==> src/design/rrts_pkg.sv <==
// Shared constants, codes and types for the round-robin time-slice scheduler.
package rrts_pkg;

  localparam int unsigned DEPTH_DEF   = 16;
  localparam int unsigned ID_W        = 8;
  localparam int unsigned WORK_W      = 16;
  localparam logic [WORK_W-1:0] SLICE_RESET = 16'd80;

  // action codes
  localparam logic ACT_ADD      = 1'b0;
  localparam logic ACT_DISPATCH = 1'b1;

  typedef enum logic [2:0] {
    ST_IDLE = 3'b001,
    ST_SCAN = 3'b010,
    ST_DONE = 3'b100
  } state_t;

  // control from sequencer to every cell
  typedef struct packed {
    logic tok_load;
    logic tok_shift;
    logic tok_clr;
    logic scan;
  } cell_ctl_t;

  // status from one cell
  typedef struct packed {
    logic              hit;
    logic              pass;
    logic              wrap;
    logic [ID_W-1:0]   id;
    logic [WORK_W-1:0] give;
    logic              fin;
  } cell_out_t;

  typedef struct packed {
    logic              add_accepted;
    logic              granted;
    logic [ID_W-1:0]   granted_id;
    logic [WORK_W-1:0] slice_given;
    logic              task_finished;
    logic              all_done;
  } res_t;

endpackage

==> src/design/rrts_if.sv <==
// Channel interfaces: task word in, result word out, time-slice write.
interface rrts_in_if import rrts_pkg::*; ();
  logic              valid;
  logic              ready;
  logic              action;
  logic [ID_W-1:0]   task_id;
  logic [WORK_W-1:0] work_amount;
  modport source (output valid, action, task_id, work_amount, input ready);
  modport sink   (input valid, action, task_id, work_amount, output ready);
endinterface

interface rrts_out_if import rrts_pkg::*; ();
  logic              valid;
  logic              ready;
  logic              add_accepted;
  logic              granted;
  logic [ID_W-1:0]   granted_id;
  logic [WORK_W-1:0] slice_given;
  logic              task_finished;
  logic              all_done;
  modport source (output valid, add_accepted, granted, granted_id, slice_given,
                  task_finished, all_done, input ready);
  modport sink   (input valid, add_accepted, granted, granted_id, slice_given,
                  task_finished, all_done, output ready);
endinterface

interface rrts_cfg_if import rrts_pkg::*; ();
  logic              valid;
  logic              ready;
  logic [WORK_W-1:0] time_slice;
  modport source (output valid, time_slice, input ready);
  modport sink   (input valid, time_slice, output ready);
endinterface

==> src/design/round_robin_time_slice_scheduler_top.sv <==
// Round-robin time-slice scheduler: sequencer over a ring of task cells.
//
//  channel  | dir | word                                        | taken when
//  ---------+-----+---------------------------------------------+------------------
//  in_ch    | in  | action, task_id, work_amount                | valid && ready
//  out_ch   | out | add_accepted, granted, granted_id,          | valid && ready
//           |     | slice_given, task_finished, all_done        |
//  cfg_ch   | in  | time_slice                                  | valid && ready
//
// Dispatch passes the token over k cells (1..entry count, at most QUEUE_DEPTH),
// one cell per cycle, then the done state and output register; an add skips it.
// A new word is taken only with the sequencer idle; the output register lets the
// next word in while a result waits. Result stalls hold the sequencer in its done
// state. Reset clears entry count, start slot and token; slice gets SLICE_RESET.
module round_robin_time_slice_scheduler_top import rrts_pkg::*; #(
  parameter int unsigned QUEUE_DEPTH = DEPTH_DEF
) (
  input  logic          clk,
  input  logic          rst_n,
  rrts_in_if.sink       in_ch,
  rrts_out_if.source    out_ch,
  rrts_cfg_if.sink      cfg_ch
);

  localparam int unsigned IW = $clog2(QUEUE_DEPTH);
  localparam int unsigned CW = $clog2(QUEUE_DEPTH + 1);

  state_t            st_r, st_nxt;
  logic [CW-1:0]     cnt_r, cnt_nxt;
  logic [IW-1:0]     slot_r, slot_nxt;   // start of next search
  logic [IW-1:0]     pos_r, pos_nxt;     // token position
  logic [IW-1:0]     steps_r, steps_nxt;
  logic [WORK_W-1:0] slice_r;
  res_t              pend_r, pend_nxt;
  res_t              res_r;
  logic              out_valid_r;

  cell_ctl_t         ctl;
  cell_out_t         cells [QUEUE_DEPTH];
  logic [QUEUE_DEPTH-1:0] tok_in, hits, wraps, wr_en, tok_ld, is_last;

  logic              in_take;
  logic              full;
  logic              hit_any;
  logic [ID_W-1:0]   hit_id;
  logic [WORK_W-1:0] hit_give;
  logic              hit_fin;
  logic              pos_last;
  logic              steps_last;
  logic              out_free;

  assign in_ch.ready  = (st_r == ST_IDLE);
  assign cfg_ch.ready = 1'b1;
  assign in_take      = in_ch.valid && in_ch.ready;
  assign full         = (cnt_r == CW'(QUEUE_DEPTH));
  assign out_free     = !out_valid_r || out_ch.ready;
  assign pos_last     = ((CW'(pos_r) + CW'(1)) == cnt_r);
  assign steps_last   = ((CW'(steps_r) + CW'(1)) == cnt_r);

  // ring of cells, token handed on while scanning, wrapping at the last entry
  for (genvar i = 0; i < QUEUE_DEPTH; i++) begin : g_cell
    assign wr_en[i]   = in_take && (in_ch.action == ACT_ADD) && !full &&
                        (cnt_r == CW'(i));
    assign tok_ld[i]  = (slot_r == IW'(i));
    assign is_last[i] = (cnt_r == CW'(i + 1));
    assign hits[i]    = cells[i].hit;
    assign wraps[i]   = cells[i].wrap;
    if (i == 0) begin : g_head
      assign tok_in[i] = |wraps;
    end else begin : g_body
      assign tok_in[i] = cells[i-1].pass;
    end

    rrts_cell u_cell (
      .clk       (clk),
      .rst_n     (rst_n),
      .ctl_i     (ctl),
      .wr_en_i   (wr_en[i]),
      .wr_id_i   (in_ch.task_id),
      .wr_work_i (in_ch.work_amount),
      .slice_i   (slice_r),
      .tok_ld_i  (tok_ld[i]),
      .tok_in_i  (tok_in[i]),
      .is_last_i (is_last[i]),
      .out_o     (cells[i])
    );
  end

  // at most one cell holds the token, so an OR across hits selects it
  always_comb begin
    hit_any  = |hits;
    hit_id   = '0;
    hit_give = '0;
    hit_fin  = 1'b0;
    for (int i = 0; i < QUEUE_DEPTH; i++) begin
      hit_id   = hit_id   | (cells[i].id   & {ID_W{hits[i]}});
      hit_give = hit_give | (cells[i].give & {WORK_W{hits[i]}});
      hit_fin  = hit_fin  | (cells[i].fin  & hits[i]);
    end
  end

  always_comb begin
    st_nxt    = st_r;
    cnt_nxt   = cnt_r;
    slot_nxt  = slot_r;
    pos_nxt   = pos_r;
    steps_nxt = steps_r;
    pend_nxt  = pend_r;
    ctl       = '0;
    case (st_r)
      ST_IDLE: begin
        if (in_take) begin
          pend_nxt = '0;
          if (in_ch.action == ACT_ADD) begin
            pend_nxt.add_accepted = !full;
            if (!full) begin
              cnt_nxt = cnt_r + CW'(1);
            end
            st_nxt = ST_DONE;
          end else if (cnt_r == '0) begin
            pend_nxt.all_done = 1'b1;
            st_nxt = ST_DONE;
          end else begin
            ctl.tok_load = 1'b1;
            pos_nxt   = slot_r;
            steps_nxt = '0;
            st_nxt    = ST_SCAN;
          end
        end
      end
      ST_SCAN: begin
        ctl.scan = 1'b1;
        if (hit_any) begin
          ctl.tok_clr = 1'b1;
          pend_nxt.granted       = 1'b1;
          pend_nxt.granted_id    = hit_id;
          pend_nxt.slice_given   = hit_give;
          pend_nxt.task_finished = hit_fin;
          slot_nxt = pos_last ? '0 : pos_r + IW'(1);
          st_nxt   = ST_DONE;
        end else if (steps_last) begin
          ctl.tok_clr = 1'b1;
          pend_nxt.all_done = 1'b1;
          st_nxt = ST_DONE;
        end else begin
          ctl.tok_shift = 1'b1;
          pos_nxt   = pos_last ? '0 : pos_r + IW'(1);
          steps_nxt = steps_r + IW'(1);
        end
      end
      ST_DONE: begin
        if (out_free) begin
          st_nxt = ST_IDLE;
        end
      end
      default: begin
        st_nxt = ST_IDLE;
      end
    endcase
  end

  always_ff @(posedge clk) begin
    if (!rst_n) begin
      st_r        <= ST_IDLE;
      cnt_r       <= '0;
      slot_r      <= '0;
      slice_r     <= SLICE_RESET;
      out_valid_r <= 1'b0;
    end else begin
      st_r   <= st_nxt;
      cnt_r  <= cnt_nxt;
      slot_r <= slot_nxt;
      if (cfg_ch.valid && cfg_ch.ready) begin
        slice_r <= cfg_ch.time_slice;
      end
      if (st_r == ST_DONE && out_free) begin
        out_valid_r <= 1'b1;
      end else if (out_ch.ready) begin
        out_valid_r <= 1'b0;
      end
    end
  end

  always_ff @(posedge clk) begin
    pos_r   <= pos_nxt;
    steps_r <= steps_nxt;
    pend_r  <= pend_nxt;
    if (st_r == ST_DONE && out_free) begin
      res_r <= pend_r;
    end
  end

  assign out_ch.valid         = out_valid_r;
  assign out_ch.add_accepted  = res_r.add_accepted;
  assign out_ch.granted       = res_r.granted;
  assign out_ch.granted_id    = res_r.granted_id;
  assign out_ch.slice_given   = res_r.slice_given;
  assign out_ch.task_finished = res_r.task_finished;
  assign out_ch.all_done      = res_r.all_done;

`ifndef SYNTHESIS
  a_tok_onehot: assert property (@(posedge clk) disable iff (!rst_n)
    st_r == ST_SCAN |-> $onehot(hits | wraps | tok_in | {QUEUE_DEPTH{1'b0}}) ||
                        $onehot0(hits))
    else $error("token not unique during scan");

  a_hits_single: assert property (@(posedge clk) disable iff (!rst_n)
    $onehot0(hits))
    else $error("more than one cell hit");

  a_cnt_range: assert property (@(posedge clk) disable iff (!rst_n)
    cnt_r <= CW'(QUEUE_DEPTH))
    else $error("entry count beyond depth");

  a_grant_excl: assert property (@(posedge clk) disable iff (!rst_n)
    out_valid_r |-> !(res_r.granted && res_r.all_done))
    else $error("grant and all-done together");

  a_slot_range: assert property (@(posedge clk) disable iff (!rst_n)
    cnt_r != '0 |-> (CW'(slot_r) < cnt_r))
    else $error("start slot outside stored entries");
`endif

endmodule

==> src/design/rrts_cell.sv <==
// One ring cell: task id, remaining work and the scan token.
module rrts_cell import rrts_pkg::*; (
  input  logic              clk,
  input  logic              rst_n,
  input  cell_ctl_t         ctl_i,
  input  logic              wr_en_i,
  input  logic [ID_W-1:0]   wr_id_i,
  input  logic [WORK_W-1:0] wr_work_i,
  input  logic [WORK_W-1:0] slice_i,
  input  logic              tok_ld_i,
  input  logic              tok_in_i,
  input  logic              is_last_i,
  output cell_out_t         out_o
);

  logic              tok_r;
  logic [ID_W-1:0]   id_r;
  logic [WORK_W-1:0] work_r;
  logic [WORK_W-1:0] give;
  logic              hit;

  assign give = (slice_i < work_r) ? slice_i : work_r;
  assign hit  = tok_r && (work_r != '0);

  always_ff @(posedge clk) begin
    if (!rst_n) begin
      tok_r <= 1'b0;
    end else if (ctl_i.tok_clr) begin
      tok_r <= 1'b0;
    end else if (ctl_i.tok_load) begin
      tok_r <= tok_ld_i;
    end else if (ctl_i.tok_shift) begin
      tok_r <= tok_in_i;
    end
  end

  always_ff @(posedge clk) begin
    if (wr_en_i) begin
      id_r   <= wr_id_i;
      work_r <= wr_work_i;
    end else if (ctl_i.scan && hit) begin
      work_r <= work_r - give;
    end
  end

  always_comb begin
    out_o.hit  = hit;
    out_o.pass = tok_r && !is_last_i;
    out_o.wrap = tok_r && is_last_i;
    out_o.id   = id_r;
    out_o.give = give;
    out_o.fin  = (work_r == give);
  end

endmodule
==> src/flat_wrapper.sv <==
// flat-port wrapper written by rule: the top's interface ports become plain ports
module round_robin_time_slice_scheduler_top_flat import rrts_pkg::*;
#(
  parameter int unsigned QUEUE_DEPTH = DEPTH_DEF
)
  (clk, rst_n, in_ch_valid, in_ch_action, in_ch_task_id, in_ch_work_amount, in_ch_ready, out_ch_valid, out_ch_add_accepted, out_ch_granted, out_ch_granted_id, out_ch_slice_given, out_ch_task_finished, out_ch_all_done, out_ch_ready, cfg_ch_valid, cfg_ch_time_slice, cfg_ch_ready);
  rrts_in_if in_ch_i ();
  rrts_out_if out_ch_i ();
  rrts_cfg_if cfg_ch_i ();
  input  logic clk;
  input  logic rst_n;
  input wire logic [$bits(in_ch_i.valid)-1:0] in_ch_valid;
  input wire logic [$bits(in_ch_i.action)-1:0] in_ch_action;
  input wire logic [$bits(in_ch_i.task_id)-1:0] in_ch_task_id;
  input wire logic [$bits(in_ch_i.work_amount)-1:0] in_ch_work_amount;
  output wire logic [$bits(in_ch_i.ready)-1:0] in_ch_ready;
  output wire logic [$bits(out_ch_i.valid)-1:0] out_ch_valid;
  output wire logic [$bits(out_ch_i.add_accepted)-1:0] out_ch_add_accepted;
  output wire logic [$bits(out_ch_i.granted)-1:0] out_ch_granted;
  output wire logic [$bits(out_ch_i.granted_id)-1:0] out_ch_granted_id;
  output wire logic [$bits(out_ch_i.slice_given)-1:0] out_ch_slice_given;
  output wire logic [$bits(out_ch_i.task_finished)-1:0] out_ch_task_finished;
  output wire logic [$bits(out_ch_i.all_done)-1:0] out_ch_all_done;
  input wire logic [$bits(out_ch_i.ready)-1:0] out_ch_ready;
  input wire logic [$bits(cfg_ch_i.valid)-1:0] cfg_ch_valid;
  input wire logic [$bits(cfg_ch_i.time_slice)-1:0] cfg_ch_time_slice;
  output wire logic [$bits(cfg_ch_i.ready)-1:0] cfg_ch_ready;
  assign in_ch_i.valid = in_ch_valid;
  assign in_ch_i.action = in_ch_action;
  assign in_ch_i.task_id = in_ch_task_id;
  assign in_ch_i.work_amount = in_ch_work_amount;
  assign in_ch_ready = in_ch_i.ready;
  assign out_ch_valid = out_ch_i.valid;
  assign out_ch_add_accepted = out_ch_i.add_accepted;
  assign out_ch_granted = out_ch_i.granted;
  assign out_ch_granted_id = out_ch_i.granted_id;
  assign out_ch_slice_given = out_ch_i.slice_given;
  assign out_ch_task_finished = out_ch_i.task_finished;
  assign out_ch_all_done = out_ch_i.all_done;
  assign out_ch_i.ready = out_ch_ready;
  assign cfg_ch_i.valid = cfg_ch_valid;
  assign cfg_ch_i.time_slice = cfg_ch_time_slice;
  assign cfg_ch_ready = cfg_ch_i.ready;
  round_robin_time_slice_scheduler_top #(.QUEUE_DEPTH(QUEUE_DEPTH)) u_core (.clk(clk), .rst_n(rst_n), .in_ch(in_ch_i), .out_ch(out_ch_i), .cfg_ch(cfg_ch_i));
endmodule
==> config.mk <==
export PLATFORM = sky130hd
export DESIGN_NAME = round_robin_time_slice_scheduler_top_flat
export DESIGN_NICKNAME = d
export VERILOG_FILES = /design/src/design/rrts_pkg.sv /design/src/design/rrts_if.sv /design/src/design/round_robin_time_slice_scheduler_top.sv /design/src/design/rrts_cell.sv /design/src/flat_wrapper.sv
export SDC_FILE = /design/constraint.sdc
export NUM_CORES = 2
export LEC_CHECK = 0
export BUFFER_PORTS_ARGS = -buffer_cell sky130_fd_sc_hd__clkbuf_2
export CAP_MARGIN = 20
export CELL_PAD_IN_SITES_DETAIL_PLACEMENT = 0
export CELL_PAD_IN_SITES_GLOBAL_PLACEMENT = 1
export CORE_ASPECT_RATIO = 2
export CORE_MARGIN = 10
export CORE_UTILIZATION = 30
export DETAILED_ROUTE_END_ITERATION = 10
export GPL_TIMING_DRIVEN = 1
export PLACE_DENSITY_LB_ADDON = 0.2
export SETUP_SLACK_MARGIN = 0.05
export SKIP_LAST_GASP = 1
export SLEW_MARGIN = 25
export SYNTH_ARGS = -nofsm -noshare
export SYNTH_HDL_FRONTEND = slang
export SYNTH_SLANG_ARGS = --single-unit
==> constraint.sdc <==
create_clock -name clk -period 15.7 [get_ports clk]
set_input_delay 1.57 -clock clk [delete_from_list [all_inputs] [get_ports clk]]
set_output_delay 1.57 -clock clk [all_outputs]
set_load 0.01 [all_outputs]
==> results.yml <==
final_layout:
  utilization_pct: 33.6
  area_delta_synth_final_pct: 11.8
  fillers: 14418
  final_nets: 5127
  multi_input_area_sq_mm: 0.0251
  fin_cells: 6478
  seq_area_sq_mm: 0.0144
  drive_gt1_share_pct: 8.94
logic_synthesis:
  synth_top_area_share_pct: 32.4
  avgSynthCellArea_sq_um: 9.17
  synth-edff-count: 448
  syn_inst: 4524
  synth_nets: 5073
  async_flop_share_pct: 0
  synth_seq_cells: 493
  yosysUniqueCellTypes: 85
  ys.flop_type: "edfxtp_1"
  yosysWarnings: 0
  synth_area_leaders: "edfxtp_1 (32%), ha_1 (15%), mux2i_1 (5.9%), a21oi_1 (4.0%), nand2_1 (3.6%)"
  synth_area_sq_mm: 0.0415
  synth-seq-area-share_pct: 34.6
  netlist_top_cells_count: "ha_1 (487), edfxtp_1 (448), nand2_1 (401)"
  synth_top_area_cell: "edfxtp_1"
  synth.most_common_cell: "ha_1"
floorplanning:
  die_area_sq_mm: 0.155
  dieWidth_microns: 283
  io_pins: 77
  rows: 193
  start_util_pct: 30.1
  die_h_microns: 546
  core_sq_mm: 0.138
setup_path:
  crit_family: "compound AO/OA/AOI/OAI gates"
  critPathMostFrequentCell: "buf_4"
  cpPeakStageDelay_ns: 0.90
  crit_path_top_delay_cell: "a2111oi_1"
  arrival_ns: 6.89
  path_buf_inv: 3
  crit_path_cell_trace: "buf_4, ha_1, and3_1, nand4_1, nand2_1, a2111oi_0, a21oi_1, buf_4, a21o_1, buf_4, mux2i_1, ha_1, and3_1, nand3_1, nor4_1, nand2_1, o22ai_1, o21ai_0, nand3_1, a2111oi_1, a41oi_1"
  path_class: "flip-flop to flip-flop"
  critPathRequiredTime_ns: 16.09
  crit_path_end_kind: "flip-flop"
  reg2reg_slack_ns: 9.21
  crit_path_start_kind: "flip-flop"
  cp_max_fo: 19
clocking:
  path_clk_slew_ns: 0.08
  cts_hold_buf: 0
  cts_buffers: 51
  postCtsSetupRepairBufs: 0
  cts_buffer_depth: 3
  cts-resized-gates: 0
  cts-root-buf: "clkbuf_16"
  cts.htree.levels: 2
  cts_tree: "done"
  clock-sinks: 493
  clock_latency_ns: 0.69
global_routing:
  grt_pass1_wl_microns: 289000
  antenna_found_initial: 14
  grt_pass1_vias: 38181
  grt_max_degree: 42
  overflow: 0
  track_usage_pct: 26.2
sta:
  worst_pin_slew_ns: 1.15
  final-hold-violation-count: 0
  clock.fmax_mhz: 154
  finClkSkew_ns: 0.0388
  setup_slack_ns: 9.21
  period_share_pct: 41.4
  drv_slew: 0
  rsz0062_at_grt: "false"
  slew_headroom_pct: 21.0
  setup_tns_ns: 0
  setup_violations: 0
  period_needed_ns: 6.49
detailed_routing:
  drt_iter0_markers: 2490
  vias: 36759
  drt_drc_violations_left: 0
  wl_microns: 209000
  detailedRoute.firstPassIterationCount: 5
  wl_per_cell_microns: 32.3
  avgViaCountPerCell: 5.67
  drtAntennaViolNets: 0
placed_design:
  gp_congestion: 0.987
  place_ws_ns: 9.28
  io_buffer_count: 75
  dp_hpwl_microns: 159000
  dp_cells: 6377
job:
  max_cap_viol_count: 0
pwr:
  pwr_density_cell_mw_per_mm2: 86.7
  vdd_ir_drop_max_v: 0.0000965
  leakage_nw: 18.5
hold_path:
  hp-class: "flip-flop to flip-flop"
status:
  status: "complete, no violations"
==> where the power goes <==
part / internal, W / total [W] / switching [W] / leakage, nW
clock network: 0.000740 / 0.00141 / 0.000667 / 0.874
logic: 0.000365 / 0.00105 / 0.000686 / 13.2
registers: 0.00152 / 0.00156 / 0.0000476 / 4.44
total: 0.00262 / 0.00402 / 0.00140 / 18.5
==> path summary, 6_finish.rpt <==
check	from	endpoint	cells past startpoint
hold reg to reg	u_core.pend_r[21]	u_core.out_ch.granted_id[3]	0
setup / recovery	u_core.slice_r[13]	u_core.pend_r[1]	21
hold / removal	u_core.pend_r[21]	u_core.out_ch.granted_id[3]	0
setup reg to reg	u_core.slice_r[13]	u_core.pend_r[1]	21
==> kinds of logic after synthesis <==
logic type,synth area share [%]
other cells,0.00904
fa+ha+maj,15.5
compound gates,18.7
simple gates,14.4
mux,6.68
buf+inv,5.31
xor+xnor,4.92
flops,34.6
==> stage by stage <==
step	power, W	area (sq um)	hold slack, ns
after floorplan	0.00222	41500	0.400
after global routing	0.00416	46400	0.446
after CTS	0.00403	46400	0.430
after detailed placement	0.00263	44500	0.405
after global placement	0.00263	44500	0.404
final	0.00402	46400	0.426
==> state kept, by name (all words and copies together), names as in the netlist <==
signal                       count
u_core.pos_r                     4
u_core.out_ch.valid              1
u_core.out_ch.all_done           1
u_core.out_ch.granted            1
u_core.g_cell.u_cell.tok_r      16
u_core.steps_r                   4
u_core.out_ch.task_finished      1
u_core.slot_r                    4
u_core.out_ch.add_accepted       1
u_core.st_r                      3
u_core.cnt_r                     5
u_core.g_cell.u_cell.work_r    256
u_core.out_ch.slice_given       16
u_core.out_ch.granted_id         8
u_core.g_cell.u_cell.id_r      128
u_core.pend_r                   28
u_core.slice_r                  16
==> cells in the final DEF, fill, tap and decap left out, types with 90 or more instances in the layout <==
cell and count:
mux2i_1 241, nor4_1 90, a21oi_1 334, inv_1 360, buf_4 127, o21ai_0 252, edfxtp_1 448, xnor2_1 109
nand2_1 401, ha_1 487, xor2_1 124, nor2_1 321
==> layer usage <==
metal | vias to the layer above | track usage, % | wire (microns)
met5 | - | 0 | 54
met4 | 8 | 24.8 | 23600
met3 | 622 | 3.42 | 9100
met2 | 1257 | 48.3 | 107000
met1 | 17968 | 24.6 | 69000
li1 | 16904 | - | -
==> area by class of cell <==
type | count | share of cell area [%]
Multi-Input combinational cell | 3464 | 54.2
Sequential cell | 493 | 31.0
Tap cell | 1852 | 5.00
Inverter | 365 | 2.95
Timing Repair Buffer | 203 | 2.89
Clock buffer | 54 | 2.82
Clock inverter | 42 | 1.11
Antenna cell | 5 | 0.0270
==> worst register-to-register path, stage by stage (launching register included) <==
cell	delay, ns
dfxtp_2	0.81
buf_4	0.50
ha_1	0.35
and3_1	0.20
nand4_1	0.10
nand2_1	0.05
a2111oi_0	0.55
a21oi_1	0.20
buf_4	0.23
a21o_1	0.19
buf_4	0.23
mux2i_1	0.26
ha_1	0.33
and3_1	0.22
nand3_1	0.13
nor4_1	0.09
nand2_1	0.22
o22ai_1	0.12
o21ai_0	0.16
nand3_1	0.13
a2111oi_1	0.90
a41oi_1	0.21
Note: power is estimated with default switching activity, not from simulation.
